--- config.mk ---
export PLATFORM = sky130hd
export DESIGN_NAME = pfdt_front
export DESIGN_NICKNAME = d
export VERILOG_FILES = /design/src/pfdt_pkg.sv /design/src/pfdt_front.sv
export SDC_FILE = /design/constraint.sdc
export NUM_CORES = 1
export LEC_CHECK = 0
export BUFFER_PORTS_ARGS = -buffer_cell sky130_fd_sc_hd__buf_2
export CAP_MARGIN = 20
export CORE_MARGIN = 5
export CORE_UTILIZATION = 45
export DETAILED_ROUTE_END_ITERATION = 16
export PLACE_DENSITY = 0.81
export SYNTH_ARGS = -nofsm -noshare
export SYNTH_HDL_FRONTEND = slang
export SYNTH_SLANG_ARGS = --single-unit
--- constraint.sdc ---
create_clock -name vclk -period 2.55
set_input_delay 0.1275 -clock vclk [all_inputs]
set_output_delay 0.1275 -clock vclk [all_outputs]
set_load 0.005 [all_outputs]
--- src/pfdt_pkg.sv ---
`timescale 1ns / 1ps
// Package of the page framebuffer block: codes, command word and status structs.
// Depends on nothing.
package pfdt_pkg;

    localparam int QDEPTH = 2;
    localparam logic [7:0] MAX_TILES = 8'd8;
    localparam logic [7:0] TILED_LIMIT_RST = 8'd8;

    localparam logic REG_HEADLESS = 1'b0;
    localparam logic REG_TLIMIT   = 1'b1;

    localparam logic [2:0] OP_PIXEL = 3'd0;
    localparam logic [2:0] OP_HLINE = 3'd1;
    localparam logic [2:0] OP_VLINE = 3'd2;
    localparam logic [2:0] OP_CLEAR = 3'd3;
    localparam logic [2:0] OP_RECT  = 3'd4;
    localparam logic [2:0] OP_FLUSH = 3'd5;

    localparam logic [1:0] COL_BLACK  = 2'd0;
    localparam logic [1:0] COL_WHITE  = 2'd1;
    localparam logic [1:0] COL_INVERT = 2'd2;
    localparam logic [1:0] COL_BAD    = 2'd3;

    typedef enum logic [1:0] {KIND_STATUS, KIND_TILE, KIND_FULL} t_kind;
    typedef enum logic [1:0] {ST_OK, ST_OOB, ST_COLOR} t_status;
    typedef enum logic [2:0] {CMD_STATUS, CMD_DRAW, CMD_CLEAR, CMD_RECT, CMD_FLUSH} t_cmd_kind;

    typedef enum logic [3:0] {
        S_IDLE, S_CLR, S_RD, S_WR, S_CNT, S_DECIDE, S_TSCAN, S_TRD, S_TEMIT
    } t_bk_state;

    typedef struct packed {
        t_cmd_kind   kind;
        t_status     status;
        logic        vert;
        logic [7:0]  fixed;
        logic [7:0]  start;
        logic [7:0]  stop;
        logic [1:0]  color;
        logic [4:0]  c0;
        logic [4:0]  c1;
        logic [4:0]  r0;
        logic [4:0]  r1;
    } t_cmd;

    typedef struct packed {
        logic full;
        logic empty;
    } t_q_stat;

    typedef struct packed {
        logic init;
    } t_bk_stat;

endpackage

--- src/pfdt_front.sv ---
`timescale 1ns / 1ps
// Front end: accepts command words, checks bounds and colour, builds queue entries.
// Depends on pfdt_pkg.
module pfdt_front #(
    parameter int WIDTH_PX  = 128,
    parameter int HEIGHT_PX = 64
) (
    input  logic              i_start,
    output logic              o_busy,
    input  logic [2:0]        i_op,
    input  logic [7:0]        i_x_a,
    input  logic [7:0]        i_y_a,
    input  logic [7:0]        i_x_b,
    input  logic [7:0]        i_y_b,
    input  logic [7:0]        i_rect_width,
    input  logic [7:0]        i_rect_height,
    input  logic [1:0]        i_color,
    input  logic              i_headless,
    input  pfdt_pkg::t_q_stat i_q,
    input  pfdt_pkg::t_bk_stat i_bk,
    output logic              o_push,
    output pfdt_pkg::t_cmd    o_cmd
);
    import pfdt_pkg::*;

    localparam logic [8:0] WLIM = 9'(WIDTH_PX);
    localparam logic [8:0] HLIM = 9'(HEIGHT_PX);
    localparam logic [7:0] WMAX = 8'(WIDTH_PX - 1);
    localparam logic [7:0] HMAX = 8'(HEIGHT_PX - 1);

    logic [7:0] lo_x, hi_x, lo_y, hi_y, xend, yend;

    assign o_busy = i_q.full || i_bk.init;
    assign o_push = i_start && !o_busy;

    assign lo_x = (i_x_a > i_x_b) ? i_x_b : i_x_a;
    assign hi_x = (i_x_a > i_x_b) ? i_x_a : i_x_b;
    assign lo_y = (i_y_a > i_y_b) ? i_y_b : i_y_a;
    assign hi_y = (i_y_a > i_y_b) ? i_y_a : i_y_b;
    assign xend = i_x_a + i_rect_width - 8'd1;
    assign yend = i_y_a + i_rect_height - 8'd1;

    always_comb begin
        o_cmd = '0;
        o_cmd.kind = CMD_STATUS;
        o_cmd.status = ST_OK;
        o_cmd.color = i_color;
        if (!i_headless) begin
            unique case (i_op)
                OP_PIXEL: begin
                    if ({1'b0, i_x_a} >= WLIM || {1'b0, i_y_a} >= HLIM) begin
                        o_cmd.status = ST_OOB;
                    end else if (i_color == COL_BAD) begin
                        o_cmd.status = ST_COLOR;
                    end else begin
                        o_cmd.kind = CMD_DRAW;
                        o_cmd.fixed = i_y_a;
                        o_cmd.start = i_x_a;
                        o_cmd.stop = i_x_a;
                    end
                end
                OP_HLINE: begin
                    if ({1'b0, i_y_a} >= HLIM) begin
                        o_cmd.status = ST_OOB;
                    end else if (i_color != COL_BAD && {1'b0, lo_x} < WLIM) begin
                        o_cmd.kind = CMD_DRAW;
                        o_cmd.fixed = i_y_a;
                        o_cmd.start = lo_x;
                        o_cmd.stop = (hi_x > WMAX) ? WMAX : hi_x;
                    end
                end
                OP_VLINE: begin
                    if ({1'b0, i_x_a} >= WLIM) begin
                        o_cmd.status = ST_OOB;
                    end else if (i_color != COL_BAD && {1'b0, lo_y} < HLIM) begin
                        o_cmd.kind = CMD_DRAW;
                        o_cmd.vert = 1'b1;
                        o_cmd.fixed = i_x_a;
                        o_cmd.start = lo_y;
                        o_cmd.stop = (hi_y > HMAX) ? HMAX : hi_y;
                    end
                end
                OP_CLEAR: o_cmd.kind = CMD_CLEAR;
                OP_RECT: begin
                    if (i_rect_width != 8'd0 && i_rect_height != 8'd0) begin
                        o_cmd.kind = CMD_RECT;
                        o_cmd.c0 = i_x_a[7:3];
                        o_cmd.c1 = xend[7:3];
                        o_cmd.r0 = i_y_a[7:3];
                        o_cmd.r1 = yend[7:3];
                    end
                end
                OP_FLUSH: o_cmd.kind = CMD_FLUSH;
                default: o_cmd.kind = CMD_STATUS;
            endcase
        end
    end

endmodule

# ---- Yosys cells after proc, flatten, opt, wreduce, memory -nomap -nowiden
# Index checks and enable logic that the tools add are counted.
dict set report totals {
  reg_bits 0
  inputBits 58
  word_cells 60
}
dict set report op_classes {
  add_sub_neg 4
  n_lt_le_gt_ge 8
  n_eq_ne 7
  mux 31
  n_reduce_logical 10
}
# op count
set op_table {}
lappend op_table {{2-to-1 mux 24 bit} 4}
lappend op_table {{one-hot mux 24 bit (3 select lines)} 1}
lappend op_table {{2-to-1 mux 20 bit} 3}
lappend op_table {{2-to-1 mux 25 bit} 2}
lappend op_table {{2-to-1 mux 8 bit} 6}
lappend op_table {{2-to-1 mux 30 bit} 1}
lappend op_table {{one-hot mux 3 bit (6 select lines)} 1}
lappend op_table {{adder 8 bit} 2}
lappend op_table {{> comparator 8 bit} 2}
lappend op_table {{nonzero test 8 bit} 2}
lappend op_table {{subtractor 8 x 1 -> 8 bit, second input constant} 2}
lappend op_table {{>= comparator 8 x 7 -> 1 bit, second input constant} 1}
lappend op_table {{>= comparator 8 bit, second input constant} 1}
lappend op_table {{> comparator 8 x 6 -> 1 bit, second input constant} 1}
lappend op_table {{> comparator 8 x 7 -> 1 bit, second input constant} 1}
lappend op_table {{less-than comparator 8 x 7 -> 1 bit, second input constant} 1}
lappend op_table {{less-than comparator 8 bit, second input constant} 1}
lappend op_table {{2-to-1 mux 1 bit} 7}
lappend op_table {{== test 3 x 2 -> 1 bit, second input constant} 2}
lappend op_table {{== test 3 bit, second input constant} 2}
lappend op_table {{2-to-1 mux 2 bit} 3}
lappend op_table {{2-to-1 mux 3 bit} 2}
lappend op_table {{one-hot mux 2 bit (3 select lines)} 1}
lappend op_table {{logical AND 1 bit} 4}
lappend op_table {{other kinds (6)} 7}

# ---- Longest topological paths before layout
# Gate-level depths: netlist (run 1).
dict set report logic_depth {
  depth_word 8
  mapped_depth 11
}

# ---- Least setup slack after synthesis (run 1)
# OpenSTA, ideal clock, no wires.
dict set report synth_timing {
  path_kind {input-to-output}
  start {in i_x_b[7]}
  end {out o_cmd[38] (netlist bit)}
  t_arrival_ns 2.395
  required_ns 2.423
  path_slack_ns 0.028
  path_stages 11
  n_path_buf 3
  path_cell_list {clkbuf_1 > inv_1 > clkbuf_1 > ha_1 > nand4_4 > nor2_4 > a211o_1 > buf_6 > nand2_4 > a311o_4 > a32o_1}
}
# element line_no
set synth_rtl {}
lappend synth_rtl {{from (decl)} pfdt_front.sv:13} ;# input logic [7:0] i_x_b,
lappend synth_rtl {{to (decl)} pfdt_front.sv:22} ;# output pfdt_pkg::t_cmd o_cmd

==> results of run 1 <==
-- area by class of cell --
type                            instances  area (um^2)  area share, %
Timing Repair Buffer                  127          683           22.4
Inverter                               65          244           8.01
Tap cell                               70         87.6           2.88
Multi-Input combinational cell        277         2030           66.7
-- power by group through the flow --
| stage | Clock [uW] | Combinational (uW) | Sequential, uW |
|---|---|---|---|
| floorplan | 0 | 301 | 0 |
| global placement | 0 | 448 | 0 |
| detailed placement | 0 | 465 | 0 |
| CTS | 0 | 468 | 0 |
| global route | 0 | 524 | 0 |
| finish | 0 | 473 | 0 |
-- layout by cell type, fill, tap and decap left out, drive strengths merged, types with 5 or more instances in the layout --
cell	count
a32o	6
nor2b	5
o21ai	12
nand2	22
a211oi	10
nand4	13
ha	38
nor4	8
nor2	36
buf	127
a31oi	6
inv	65
a21oi	31
o211ai	15
or3	6
a2111oi	8
xnor2	8
-- per-stage QoR --
step                util, %  instance area, um^2  hold slack, ps  setup WS, ps
detailed placement     59.2                 3040             482           169
CTS                    59.2                 3040             483           161
finish                 59.3                 3050             483           133
global route           59.3                 3050             497          4.77
floorplan                 -                 2390             289          27.8
global placement       59.2                 3040             479           200
-- repair_timing --
| item | in CTS | in global routing |
|---|---|---|
| resized for setup | 0 | 1 |
| endpoints found under the hold margin | 0 | 0 |
| setup buffers | 0 | 0 |
| setup endpoints to repair | 0 | 1 |
-- cell families (layout without fill, tap and decap cells) --
| group | after synthesis | after routing | synth area share (%) |
|---|---|---|---|
| AOI/OAI and AO/OA | 112 | 112 | 34.6 |
| muxes | 6 | 6 | 2.62 |
| buffers and inverters | 89 | 192 | 15.3 |
| and+or+nand+nor | 108 | 108 | 23.7 |
| other | 1 | 3 | 0.157 |
| xor gates and xnor gates | 10 | 10 | 3.67 |
| adders and majority gates | 38 | 38 | 19.9 |
-- routing by layer --
layer | part of all wire (%) | vias to the layer above
met5 | 0 | -
met4 | 1.6 | 0
met3 | 9.1 | 15
met2 | 46 | 188
met1 | 43 | 1411
li1 | - | 1521
-- final timing paths --
check,startpoint,to,depth (start not counted)
max,i_x_a[3],o_cmd[43],9
min,i_color[1],o_cmd[21],2
==> flow_summary_export.csv, run 1 <==
group,metric,value,unit
sta,finalMaxSlewViolations,0,
power_and_ir_drop,ir_drop,80.9,uV
sta,max_slew_margin,64.0,%
worst_setup_path,cp_common_cell,"buf_2",
route,drt-initial-drc-count,152,
sta,hold_viol,0,
placement,place_hpwl,7.02,mm
power_and_ir_drop,power.switching,276,uW
sta,setup_viol,0,
floorplan,ios,112,
grt,grt_pass1_vias,2881,
run,cap_violations,0,
worst_setup_path,crit_chain,"buf_2 > ha_1 > nand4_1 > nor2_4 > a211o_1 > nand2_4 > a311o_4 > a32o_1 > buf_2",
synth,synth.cell_area,2390,um^2
synth,synth_top_area_share,19.9,%
power_and_ir_drop,swShare,58.3,%
final_layout,nClkBuffers,0,
power_and_ir_drop,p_clk_share,0,%
clocking,ctsHoldBuffers,0,
final_layout,n_antenna_cell,0,
power_and_ir_drop,p_leak,0.00160,uW
final_layout,area_growth,27.6,%
final_layout,nFlopsAndLatches,0,
placement,io_buffers,108,
route,ant_nets,0,
route,drc,0,
synth,yosysUniqueCellTypes,52,
min_path,hold_class,"primary input to output port",
power_and_ir_drop,powerDensity,155,nW/um^2
route,drt_wl_total,8.47,mm
synth,synth.most_common_cell,"inv_1",
synth,yosysSeqAreaShare,0,%
sta,clock.fmax,0.414,GHz
grt,antenna_found_initial,0,
grt,grt_pass1_wl,13.5,mm
run_status,status,"finished, final reports clean",
route,vias,3135,
power_and_ir_drop,comb_power_share,100.0,%
grt,met2_usage,38.7,%
worst_setup_path,critPathLaunchType,"primary input",
final_layout,drive_above_1_share,30.7,%
worst_setup_path,worst_setup_path_end_kind,"output port",
floorplan,die_w,82.8,um
synth,ys_top_cells_by_area,"ha_1, inv_1, a21oi_1",
grt,use_met3,3.86,%
synth,synth_cells,364,
final_layout,layout.cells.non_filler,539,
sta,period_minus_slack,2420,ps
grt,grtUsageTotal,22.5,%
power_and_ir_drop,p_int,197,uW
worst_setup_path,path_buf_inv,2,
worst_setup_path,cp_top_family,"compound AO/OA/AOI/OAI gates",
worst_setup_path,worst-setup-path-type,"primary input to output port",
floorplan,dieHeight,82.8,um
route,firstDrtPassIters,5,
grt,grt-busiest-layer,"met2",
placement,place_congestion,0.922,
power_and_ir_drop,seq_power_share,0,%
worst_setup_path,cp.required,2420,ps
worst_setup_path,slowest_delay,450,ps
placement,dp.cells,539,
power_and_ir_drop,power.total,473,uW
synth,yosysWarnings,0,
grt,overflow,0,
route,drt-vias-per-instance,5.82,
floorplan,core_area,5140,um^2
sta,period_share,94.8,%
final_layout,final-seq-area,0,um^2
route,wire_per_inst,15.7,um
synth,post-synth-top-area-cell,"ha_1",
floorplan,initial_core_util,46.4,%
final_layout,nets,567,
sta,tightest_slew,538,ps
worst_setup_path,worstPathArrival,2290,ps
final_layout,fillers,512,
synth,syn_area_per_cell,6.56,um^2
worst_setup_path,crit_fanout,7,
worst_setup_path,crit_path_top_delay_cell,"a311o_4",
floorplan,rows,26,
grt,grt_max_degree,23,
sta,setup_tns,0,ps
sta,rsz0062_at_grt,"false",
synth,synth_common_cells,"inv_1, ha_1, nor2_1, a21oi_1, nand2_1",
grt,met1_usage,29.7,%
floorplan,die_area,6860,um^2
Power figures use the tool's default switching activity.
==> run 2, diff against run 1 <==
CAP_MARGIN = unset   (was 20)
REMOVE_ABC_BUFFERS = 1   (was unset)
==> run 2 against run 1 <==
  * Power is 0.94% higher
  * Combinational power is 0.8% higher
  * Via count is 1.4% higher
  * Highest routed layer unchanged
  * Non-clock buffer count is 2 higher
  * Largest cell class unchanged
  * Final cell count is 0.37% higher
  * Critical endpoint is now o_cmd[42]
==> flow_summary_export.csv, run 2 (same netlist as run 1, synthesis figures left out) <==
group,metric,value,unit
route,drt-initial-drc-count,254,
sta,setup_tns,0,ps
grt,grt_max_degree,23,
sta,clock.fmax,0.421,GHz
sta,setup_viol,0,
route,firstDrtPassIters,5,
final_layout,fillers,515,
final_layout,final-seq-area,0,um^2
final_layout,nFlopsAndLatches,0,
worst_setup_path,crit_fanout,7,
sta,hold_viol,0,
final_layout,final_common_cell,"buf_2",
floorplan,initial_core_util,46.4,%
worst_setup_path,worst_setup_path_end_kind,"output port",
floorplan,die_area,6860,um^2
final_layout,nets,569,
worst_setup_path,critPathLaunchType,"primary input",
route,wire_per_inst,15.7,um
power_and_ir_drop,p_leak,0.00161,uW
route,drc,0,
clocking,cts_resized,0,
worst_setup_path,cp.required,2420,ps
power_and_ir_drop,powerDensity,156,nW/um^2
placement,place_hpwl,7.04,mm
grt,grt_pass1_wl,13.9,mm
route,vias,3178,
sta,setup_ws,173,ps
floorplan,die_w,82.8,um
route,drt_wl_total,8.50,mm
clocking,postCtsSetupBuffers,0,
sta,period_minus_slack,2380,ps
clocking,ctsHoldBuffers,0,
placement,io_buffers,108,
final_layout,n_antenna_cell,0,
route,drt-vias-per-instance,5.87,
power_and_ir_drop,ir_drop,92.1,uV
worst_setup_path,worstPathArrival,2250,ps
grt,grt_pass1_vias,3002,
sta,period_share,93.2,%
floorplan,ios,112,
placement,pre_cts_ws,198,ps
floorplan,dieHeight,82.8,um
sta,finalMaxSlewViolations,0,
sta,rsz0062_at_grt,"false",
sta,tightest_slew,654,ps
placement,placed_area,3060,um^2
grt,overflow,0,
run_status,status,"finished, final reports clean",
route,ant_nets,0,
placement,place_congestion,0.905,
floorplan,rows,26,
final_layout,final_cell_mix,"buf_2, inv_1, ha_1, nor2_1, a21oi_1",
final_layout,drive_above_1_share,30.8,%
sta,max_slew_margin,56.3,%
final_layout,nClkBuffers,0,
worst_setup_path,worst-setup-path-type,"primary input to output port",
final_layout,layout.cells.non_filler,541,
placement,dp.cells,541,
run,cap_violations,0,
floorplan,core_area,5140,um^2
min_path,hold_class,"primary input to output port",
final_layout,area_growth,28.2,%
grt,antenna_found_initial,0,
final_layout,stdcell_area,3060,um^2
grt,grtUsageTotal,23.0,%
==> run 2: changes by cell type in the layout (fill, tap and decap cells not counted), sizes merged <==
cell / previous run / this run
buf: 127 / 129
==> run 2: final timing paths <==
path | startpoint | end | depth (start not counted)
setup / recovery | i_x_b[3] | o_cmd[42] | 10
hold / removal | i_color[1] | o_cmd[21] | 2
==> run 2: layer usage <==
metal	vias up	GRT usage [%]	wire, um	part of all wire, %
met4	0	4.61	214	2.5
met1	1442	30.4	3490	41
li1	1524	-	-	-
met3	25	4.36	903	11
met2	187	38.7	3890	46
met5	-	0	0	0
==> run 2: layout make-up <==
| cell class | instances | area, um^2 | share of cell area (%) |
|---|---|---|---|
| repair buffers | 129 | 698 | 22.8 |
| well taps | 70 | 87.6 | 2.86 |
| multi-input cells | 277 | 2030 | 66.3 |
| inverters | 65 | 244 | 7.98 |
==> run 2: through the flow <==
stage | power (uW) | utilization [%] | hold WS [ps]
final | 477 | 59.5 | 489
after global routing | 533 | 59.5 | 493
after CTS | 471 | 59.5 | 493
after detailed placement | 468 | 59.5 | 492
after global placement | 451 | 59.5 | 487
after floorplan | 278 | - | 255
==> run 2: critical path, cell delays in order <==
cell and delay (ps):
buf_2 100, inv_1 60, ha_1 320, nand4_1 210, nor2_4 180, a211o_1 260, nand2_4 100, a311o_4 450
a32o_1 290, buf_2 140
==> run 2: power by group <==
part	total (uW)	internal, uW	switching (uW)
Combinational	477	199	278
Clock	0	0	0
Sequential	0	0	0
Total	477	199	278
