$ cat src/pfdt_pkg.sv
`timescale 1ns / 1ps
// Package of the page framebuffer block: codes, command word and status structs.
// Depends on nothing.
package pfdt_pkg;

    localparam int QDEPTH = 2;
    localparam logic [7:0] MAX_TILES = 8'd8;
    localparam logic [7:0] TILED_LIMIT_RST = 8'd8;

    localparam logic REG_HEADLESS = 1'b0;
    localparam logic REG_TLIMIT   = 1'b1;

    localparam logic [2:0] OP_PIXEL = 3'd0;
    localparam logic [2:0] OP_HLINE = 3'd1;
    localparam logic [2:0] OP_VLINE = 3'd2;
    localparam logic [2:0] OP_CLEAR = 3'd3;
    localparam logic [2:0] OP_RECT  = 3'd4;
    localparam logic [2:0] OP_FLUSH = 3'd5;

    localparam logic [1:0] COL_BLACK  = 2'd0;
    localparam logic [1:0] COL_WHITE  = 2'd1;
    localparam logic [1:0] COL_INVERT = 2'd2;
    localparam logic [1:0] COL_BAD    = 2'd3;

    typedef enum logic [1:0] {KIND_STATUS, KIND_TILE, KIND_FULL} t_kind;
    typedef enum logic [1:0] {ST_OK, ST_OOB, ST_COLOR} t_status;
    typedef enum logic [2:0] {CMD_STATUS, CMD_DRAW, CMD_CLEAR, CMD_RECT, CMD_FLUSH} t_cmd_kind;

    typedef enum logic [3:0] {
        S_IDLE, S_CLR, S_RD, S_WR, S_CNT, S_DECIDE, S_TSCAN, S_TRD, S_TEMIT
    } t_bk_state;

    typedef struct packed {
        t_cmd_kind   kind;
        t_status     status;
        logic        vert;
        logic [7:0]  fixed;
        logic [7:0]  start;
        logic [7:0]  stop;
        logic [1:0]  color;
        logic [4:0]  c0;
        logic [4:0]  c1;
        logic [4:0]  r0;
        logic [4:0]  r1;
    } t_cmd;

    typedef struct packed {
        logic full;
        logic empty;
    } t_q_stat;

    typedef struct packed {
        logic init;
    } t_bk_stat;

endpackage

$ cat src/pfdt_fifo.sv
`timescale 1ns / 1ps
// Short command queue between the front end and the back end.
// Depends on pfdt_pkg.
module pfdt_fifo (
    input  logic              i_clk,
    input  logic              i_rst_n,
    input  logic              i_push,
    input  pfdt_pkg::t_cmd    i_data,
    input  logic              i_pop,
    output pfdt_pkg::t_cmd    o_data,
    output pfdt_pkg::t_q_stat o_stat
);
    import pfdt_pkg::*;

    localparam int PW = (QDEPTH > 1) ? $clog2(QDEPTH) : 1;
    localparam int CW = $clog2(QDEPTH + 1);

    t_cmd            r_mem [QDEPTH];
    logic [PW-1:0]   r_wp, r_rp;
    logic [CW-1:0]   r_cnt;

    assign o_data = r_mem[r_rp];
    assign o_stat.full = (r_cnt == CW'(QDEPTH));
    assign o_stat.empty = (r_cnt == '0);

    always_ff @(posedge i_clk) begin
        if (!i_rst_n) begin
            r_wp <= '0;
            r_rp <= '0;
            r_cnt <= '0;
        end else begin
            if (i_push) begin
                r_wp <= (r_wp == PW'(QDEPTH - 1)) ? '0 : r_wp + PW'(1);
            end
            if (i_pop) begin
                r_rp <= (r_rp == PW'(QDEPTH - 1)) ? '0 : r_rp + PW'(1);
            end
            r_cnt <= r_cnt + CW'(i_push) - CW'(i_pop);
        end
    end

    always_ff @(posedge i_clk) begin
        if (i_push) begin
            r_mem[r_wp] <= i_data;
        end
    end

endmodule

$ cat config.mk
export PLATFORM = sky130hd
export DESIGN_NAME = pfdt_fifo
export DESIGN_NICKNAME = d
export VERILOG_FILES = /design/src/pfdt_pkg.sv /design/src/pfdt_fifo.sv
export SDC_FILE = /design/constraint.sdc
export NUM_CORES = 1
export LEC_CHECK = 0
export ABC_CLOCK_PERIOD_IN_PS = 4000
export BUFFER_PORTS_ARGS = -buffer_cell sky130_fd_sc_hd__buf_2
export CORE_MARGIN = 4
export CORE_UTILIZATION = 52
export CTS_BUF_LIST = sky130_fd_sc_hd__clkbuf_16
export DETAILED_ROUTE_END_ITERATION = 7
export PLACE_DENSITY = 0.79
export SYNTH_ARGS = -nofsm -noshare
export SYNTH_HDL_FRONTEND = slang
export SYNTH_SLANG_ARGS = --single-unit
$ cat constraint.sdc
create_clock -name i_clk -period 4 [get_ports i_clk]
set_clock_uncertainty 0.15 [all_clocks]
set_input_delay 0.8 -clock i_clk [delete_from_list [all_inputs] [get_ports i_clk]]
set_output_delay 0.8 -clock i_clk [all_outputs]
set_load 0.01 [all_outputs]
# Yosys cells after proc, flatten, opt, wreduce, memory -nomap -nowiden
# Memories as Yosys holds them, arrays and structs flattened. A register that Yosys moved wholly into a read port is not among the register bits.
# Cells that the tools add are included.
# word_totals
regBits	4
ram_bits	104
inputBits	56
output_inout_bits	54
elab_cells	16
mem_count	1
# classes
add_sub_neg	4
n_eq_ne	1
mux	6
reduce_logical	1
# memory_table
memory	depth	width	read_ports	rd_clocked_by_memory_dff	wr	line	rtl
r_mem	2	52	1	1	1	pfdt_fifo.sv:18	t_cmd r_mem [QDEPTH];
# ops
operator	count
2-to-1 mux 1 bit	6
adder 1 bit, second input constant	2
adder 2 x 1 -> 2 bit	1
equality test 2 bit, second input constant	1
logical NOT 2 bit	1
subtractor 2 x 1 -> 2 bit	1

# Depth between registers and ports, before layout
# Gate-level depths: netlist of the first run.
# logic_depth
depth_word	4
depth_mapped	6

# Worst setup path after synthesis of the first run
# Ideal clock, no wire load.
# synth_path
kind	input to register
from	input i_push
to	memory r_mem[0][0] in the netlist's numbering (enable)
arrival_ns	3.133
slack_ns	0.248
stages	1
n_path_buf	0
cell_sequence	nor2b_1
# synth_between
elab_chain_cells	2
# synth_lines
item	line	rtl
start, declared	pfdt_fifo.sv:7	input logic i_push,
2-to-1 mux 1 bit	pfdt_fifo.sv:43	if (i_push) begin
2-to-1 mux 1 bit (implied by the code)	pfdt_fifo.sv:44	r_mem[r_wp] <= i_data;
end, declared	pfdt_fifo.sv:18	
# Every way passes these cells.

==> results of run 1 <==
## metal layers
layer / part of all wire [%] / vias to the layer above
li1: - / 949
met1: 41 / 986
met2: 52 / 67
met3: 6.8 / 3
met4: 0.25 / 0
met5: 0 / -
## where the power goes
part           internal, W  leakage (nW)  switching (W)  total (W)
combinational     0.000164         0.899       0.000114   0.000278
clock             0.000486         0.140       0.000372   0.000858
sequential         0.00132          1.02      0.0000466    0.00137
## registers in the layout (all words and copies together) (netlist names), named ones only
signal,count
r_cnt,2
r_wp,1
r_mem,104
r_rp,1
## cell usage after synthesis (all sizes together)
master,instances,area [µm²]
dfxtp,5,100
buf,6,111
ha,2,25.0
nor2,1,3.75
mux2,52,773
xor2,1,8.76
xnor3,1,22.5
inv,2,7.51
o21a,1,7.51
nor2b,4,25.0
edfxtp,104,3120
and2,4,25.0
## cells by family after synthesis
group | share of synthesized area (%)
fa+ha+maj | 0.591
mux | 18.3
flops | 76.1
simple gates | 1.27
xor+xnor | 0.739
buf+inv | 2.81
compound gates | 0.177
## final cells by class
class,instances,share of cell area [%]
flip-flops and latches,109,62.9
multi-input cells,66,17.5
repair buffers,112,11.1
clock buffers,9,4.39
well taps,102,2.49
clock inverters,7,1.39
inverters,2,0.146
diodes,1,0.0488
## through the flow
step / hold slack [ns] / power, W / area [µm²]
floorplan: 0.405 / 0.00158 / 4230
global placement: 0.407 / 0.00167 / 4830
detailed placement: 0.410 / 0.00168 / 4830
finish: 0.429 / 0.00250 / 5130
global route: 0.452 / 0.00261 / 5130
CTS: 0.430 / 0.00253 / 5130
## worst paths after layout
| kind | start | endpoint | slack (ns) | cells after the start |
|---|---|---|---|---|
| setup reg to reg | r_wp | r_mem[1][9] | 2.04 | 2 |
| hold / removal | r_rp | register | 0.43 | 2 |
| setup / recovery | register | o_data[41] | 1.17 | 2 |
| hold reg to reg | r_rp | register | 0.43 | 2 |
## worst min-delay path, stage by stage, from the launching register on
cell and delay [ns]:
dfxtp_1 0.33, xor2_1 0.07, and2_1 0.14
==> flow_summary.rst, run 1 <==
.. list-table::
   :header-rows: 1

   * - Metric
     - Value
   * - Result of the run
     - completed
   * - Buffers inserted by post-CTS timing repair
     - 0
   * - Kind of critical path
     - reg2out
   * - Wire length of the first global-routing pass
     - 10.7 mm
   * - Max-slew violation total from the final report
     - 0
   * - Maximum number of pins on one net before global-route repair
     - 54
   * - Path class of the lowest-slack min-delay path
     - reg2reg
   * - GP Congestion
     - 0.702
   * - Width of the die
     - 98.2 µm
   * - Setup repair after global routing missed its margin
     - false
   * - Setup violators final
     - 0
   * - Final critical-path required period
     - 2.83 ns
   * - Maximum ir drop on the vdd rail
     - 0.257 mV
   * - Gr usage total
     - 14.4%
   * - Number of nets at the end of the flow
     - 358
   * - Yosys cell types
     - 14
   * - Most common cell after layout, fill and taps aside
     - buf_2
   * - Row count
     - 32
   * - DR vias
     - 2005
   * - Initial drt markers
     - 58
   * - Average wire per standard cell
     - 16.8 µm
   * - Signed area change from the synthesized netlist to the final layout
     - 21.2%
   * - Total wire length after detailed routing
     - 6.85 mm
   * - Layout cells sized above 1
     - 59.7%
   * - Met2 GRT Util
     - 25.5%
   * - Filler-free cell count of the finished design
     - 408
   * - Final WS setup
     - 1.17 ns
   * - CTS Buffer Depth
     - 2
   * - Number of optimization iterations in the first detailed-route pass
     - 4
   * - Pre-CTS WS
     - 1.47 ns
   * - Share of synthesized area occupied by flip-flops and latches
     - 76.1%
   * - Worst-margin pin slew
     - 0.965 ns
   * - IO Port Bufs
     - 109
   * - Longest individual stage delay on the worst path
     - 0.98 ns
   * - Reported max-cap violation count
     - 0
   * - Post-synthesis instance area
     - 0.00423 mm²
   * - Synth Warn #
     - 0
   * - Normalized max-slew margin
     - 35.7%
   * - Upper clock frequency limit
     - 353 MHz
   * - Met3 GRT Util
     - 3.93%
   * - Number of resized instances in the post-cts repair step
     - 0
   * - CTS tree
     - yes
   * - Antenna violations before repair
     - 0
   * - Post-route DRC
     - 0
   * - Placed Cells
     - 391
   * - Reported leakage power
     - 2.06 nW
   * - Via count normalized by instance count
     - 4.91
   * - Top delay family on crit path
     - flip-flops
   * - Grt peak-use layer
     - met2
   * - Htree depth
     - 3
   * - Number of failing hold endpoints at the final stage
     - 0
   * - Number of buffers created by CTS
     - 9
   * - Number of primary I/O pins
     - 110
   * - CP Capture Type
     - output pin
   * - Total of flip-flops plus latches after synthesis
     - 109
   * - Hold-fix buffers, CTS
     - 0
   * - Combined buffer and inverter count along the critical path
     - 1
   * - Arrival time of data at the critical path endpoint
     - 1.88 ns
   * - # fillers
     - 571
   * - Clk slew on worst S/H paths
     - 0.06 ns
   * - Crit-path slowest cell
     - dfxtp_4
   * - Post-Synthesis Mean Instance Area
     - 23.1 µm²
   * - Root buffer cell
     - clkbuf_16
   * - Clock sink count
     - 109
   * - Die area
     - 0.00965 mm²
   * - Final antenna-violating net count
     - 0
   * - PD cells
     - 488 mW/mm²
   * - Vertical die dimension
     - 98.2 µm
   * - Sort of element at the start of the critical path
     - register
   * - Clk_lat worst skew
     - 0.32 ns
   * - Number of global-route vias before repair
     - 2142
   * - Core area
     - 0.00781 mm²
   * - Cell count after synthesis
     - 183
   * - Final clock period utilization by the worst path
     - 70.7%
   * - Starting density of the core
     - 54.2%
   * - Most used cells in the layout excluding fill and tap cells
     - buf_2 (109), edfxtp_1 (104), mux2_4 (50), clkbuf_16 (9), dfxtp_1 (4)
   * - Combined area of the multi-input logic cells
     - 900 µm²
   * - Total overflow reported by the global router
     - 0
   * - Met1 layer usage reported by global route
     - 17.0%
   * - Net Count, Synth
     - 241
   * - Seq. cell area
     - 0.00323 mm²
   * - Critical Path RT
     - 3.05 ns
   * - CP Cell Sequence
     - mux2_2 -> buf_2
   * - Largest driver fanout on the critical path
     - 52
   * - Post-Route Utilization
     - 65.7%
   * - Detailed-placement wirelength estimate
     - 4.66 mm
   * - Accumulated negative setup slack
     - 0 ns
(Power assumes the default switching activity.)
==> run 2, diff against run 1 <==
ABC_CLOCK_PERIOD_IN_PS = 2450   (was 4000)
CORE_UTILIZATION = 47   (was 52)
PLACE_DENSITY = 0.75   (was 0.79)
clock period = 2.45 ns   (was 4 ns; I/O delays follow)
==> run 2 against run 1 <==
  * Non-clock buffer count increased by 1
  * Clock-buffer cell count unchanged
  * Sequential cell count unchanged
  * Wire length fell by 1.8%
  * Combinational power grew 81%
  * Cell area grew 0.81%
  * Sequential share of layout area down 0.50 points
  * Hold slack worse by 0.24 ns
==> flow_summary.rst, run 2 (synthesized netlist as in run 1, its figures left out) <==
.. list-table::
   :header-rows: 1

   * - Metric
     - Value
   * - Final clock period utilization by the worst path
     - 92.4%
   * - Reg-to-Reg End
     - r_cnt[1] (was r_mem[1][9])
   * - Setup violators final
     - 0 (unchanged)
   * - Initial drt markers
     - 64 (was 58)
   * - Worst Hold Depth
     - 1 (was 2)
   * - Number of failing hold endpoints at the final stage
     - 0 (unchanged)
   * - Average wire per standard cell
     - 16.3 µm (was 16.8 µm)
   * - Reported max-cap violation count
     - 0 (unchanged)
   * - Maximum ir drop on the vdd rail
     - 0.338 mV (was 0.257 mV)
   * - Count of cells along the worst register-to-register path
     - 6 (was 2)
   * - Most common cell after layout, fill and taps aside
     - buf_2 (unchanged)
   * - Accumulated negative setup slack
     - 0 ns (unchanged)
   * - Final antenna-violating net count
     - 0 (unchanged)
   * - Vertical die dimension
     - 103 µm (was 98.2 µm)
   * - Number of optimization iterations in the first detailed-route pass
     - 4 (unchanged)
   * - Register name with the most flops
     - r_mem (unchanged)
   * - Clk slew on worst S/H paths
     - 0.07 ns (was 0.06 ns)
   * - Internal Dissipation
     - 0.00313 W (was 0.00197 W)
   * - Htree depth
     - 3 (unchanged)
   * - Number of nets at the end of the flow
     - 359 (was 358)
   * - Total wire length after detailed routing
     - 6.73 mm (was 6.85 mm)
   * - Reported leakage power
     - 2.07 nW (was 2.06 nW)
   * - Arrival time of data at the critical path endpoint
     - 1.62 ns (was 1.88 ns)
   * - CTS tree
     - yes (unchanged)
   * - Row count
     - 34 (was 32)
   * - Power share of the sequential group
     - 54.6% (about the same)
   * - Largest driver fanout on the critical path
     - 17 (was 52)
   * - Worst-margin pin slew
     - 0.340 ns (was 0.965 ns)
   * - Maximum number of pins on one net before global-route repair
     - 54 (unchanged)
   * - Number of flip-flops in the largest register
     - 104 (unchanged)
   * - Cell area reported after detailed placement
     - 0.00489 mm² (was 0.00483 mm²)
   * - Number of buffers created by CTS
     - 9 (unchanged)
   * - Setup repair after global routing missed its margin
     - false (unchanged)
   * - Final critical-path required period
     - 2.26 ns
   * - Sort of element at the start of the critical path
     - register (unchanged)
   * - Width of the die
     - 103 µm (was 98.2 µm)
   * - Non-Filler Cell Area, Final
     - 0.00517 mm² (was 0.00513 mm²)
   * - Layout cells sized above 1
     - 59.8% (was 59.7%)
   * - Path class of the lowest-slack min-delay path
     - in2reg (was reg2reg)
   * - Starting density of the core
     - 48.3% (was 54.2%)
   * - GP Congestion
     - 0.661 (was 0.702)
   * - Startpoint of the worst hold path
     - i_data[18] (was r_rp)
   * - Clock network fraction of total power
     - 32.9% (was 34.3%)
   * - Result of the run
     - completed (unchanged)
   * - Most used cells in the layout excluding fill and tap cells
     - buf_2 (109), edfxtp_1 (104), mux2_4 (50), clkbuf_16 (9) (was buf_2 (109), edfxtp_1 (104), mux2_4 (50), clkbuf_16 (9), dfxtp_1 (4))
   * - Detailed-placement wirelength estimate
     - 4.43 mm (was 4.66 mm)
   * - Clock sink count
     - 109 (unchanged)
   * - Buffers inserted by post-CTS timing repair
     - 0 (unchanged)
   * - Post-route DRC
     - 0 (unchanged)
   * - Core area
     - 0.00876 mm² (was 0.00781 mm²)
   * - Hold-fix buffers, CTS
     - 0 (unchanged)
   * - Number of primary I/O pins
     - 110 (unchanged)
   * - Endpoint of the worst hold path
     - r_mem[1][18]
   * - Via count normalized by instance count
     - 4.79 (was 4.91)
   * - PD cells
     - 778 mW/mm² (was 488 mW/mm²)
   * - Kind of critical path
     - reg2out (unchanged)
   * - Sw Share
     - 22.3% (was 21.3%)
   * - Wire length of the first global-routing pass
     - 9.75 mm (was 10.7 mm)
   * - Die area
     - 0.0106 mm² (was 0.00965 mm²)
   * - Worst R2R Setup Slack
     - 1.00 ns (was 2.04 ns)
   * - Critical R2R Launch
     - r_cnt[0] (was r_wp)
   * - Number of global-route vias before repair
     - 2008 (was 2142)
   * - Part of the total power dissipated in combinational logic
     - 12.5% (was 11.1%)
   * - Ant diodes
     - 0 (was 1)
   * - Gr usage total
     - 12.8% (was 14.4%)
   * - CTS Buffer Depth
     - 2 (unchanged)
   * - DR vias
     - 1983 (was 2005)
   * - Normalized max-slew margin
     - 77.4% (was 35.7%)
   * - Clk_lat worst skew
     - 0.33 ns (was 0.32 ns)
   * - Critical Path RT
     - 1.81 ns (was 3.05 ns)
   * - Antenna violations before repair
     - 0 (unchanged)
   * - Signed area change from the synthesized netlist to the final layout
     - 22.1% (was 21.2%)
   * - Regs by FF count
     - r_mem x104, r_cnt x2 (unchanged)
   * - IO Port Bufs
     - 109 (unchanged)
   * - Number of resized instances in the post-cts repair step
     - 0 (unchanged)
   * - Total overflow reported by the global router
     - 0 (unchanged)
   * - Max-slew violation total from the final report
     - 0 (unchanged)
   * - Sw power
     - 0.000895 W (was 0.000532 W)
   * - Root buffer cell
     - clkbuf_16 (unchanged)
   * - CP Capture Type
     - output pin (unchanged)
   * - Upper clock frequency limit
     - 442 MHz
## run 2: cell count changes in the layout (fill, tap and decap cells not counted)
cell,before,now
clkinv_4,0,1
buf_12,0,4
bufinv_16,1,0
buf_4,3,0
diode_2,1,0
## run 2: power by group through the flow
stage | Sequential (W) | Clock [W] | Combinational [W]
5_1_grt | 0.00221 | 0.00144 | 0.000544
3_5_place_dp | 0.00224 | 0 | 0.000511
2_1_floorplan | 0.00222 | 0 | 0.000355
4_1_cts | 0.00220 | 0.00136 | 0.000513
3_3_place_gp | 0.00223 | 0 | 0.000501
6_report | 0.00220 | 0.00132 | 0.000502
## run 2: worst max path at each step
stage / start / end / slack (ns) / depth (start not counted)
after global routing: register / o_data[40] / 0.1 / 3
after detailed placement: register / o_data[40] / 0.53 / 3
final: register / o_data[40] / 0.19 / 3
after floorplan: i_push / r_mem[1][0] / 0.16 / 1
after global placement: register / o_data[40] / 0.53 / 3
after CTS: register / o_data[40] / 0.16 / 3
## run 2: layout make-up
type	count	area [µm²]
Clock inverter	7	50.0
Clock buffer	9	225
Timing Repair Buffer	113	626
Fill cell	646	3590
Multi-Input combinational cell	66	900
Sequential cell	109	3230
Inverter	2	7.51
Tap cell	108	135
## run 2: critical path, cell delays in order, from the launching register on
cell	delay, ns
dfxtp_4	0.56
buf_12	0.23
mux2_2	0.34
buf_2	0.14
## run 2: layer usage
metal  share of wire [%]  GRT usage, %  up-vias
li1                    -             -      948
met1                  41          14.9      949
met2                  50          21.5       80
met3                 8.0          4.33        6
met4                 1.0          5.98        0
met5                   0             0        -
## run 2: metrics by stage
step                util [%]  power [W]  std cells  hold slack (ns)  setup slack, ns
floorplan                  -    0.00257        183            0.405            0.158
global placement        55.9    0.00273        398            0.406            0.526
detailed placement      55.9    0.00275        398            0.420            0.527
CTS                     59.0    0.00407        414            0.169            0.156
global route            59.0    0.00419        414            0.169           0.0998
finish                  59.0    0.00402        414            0.186            0.187
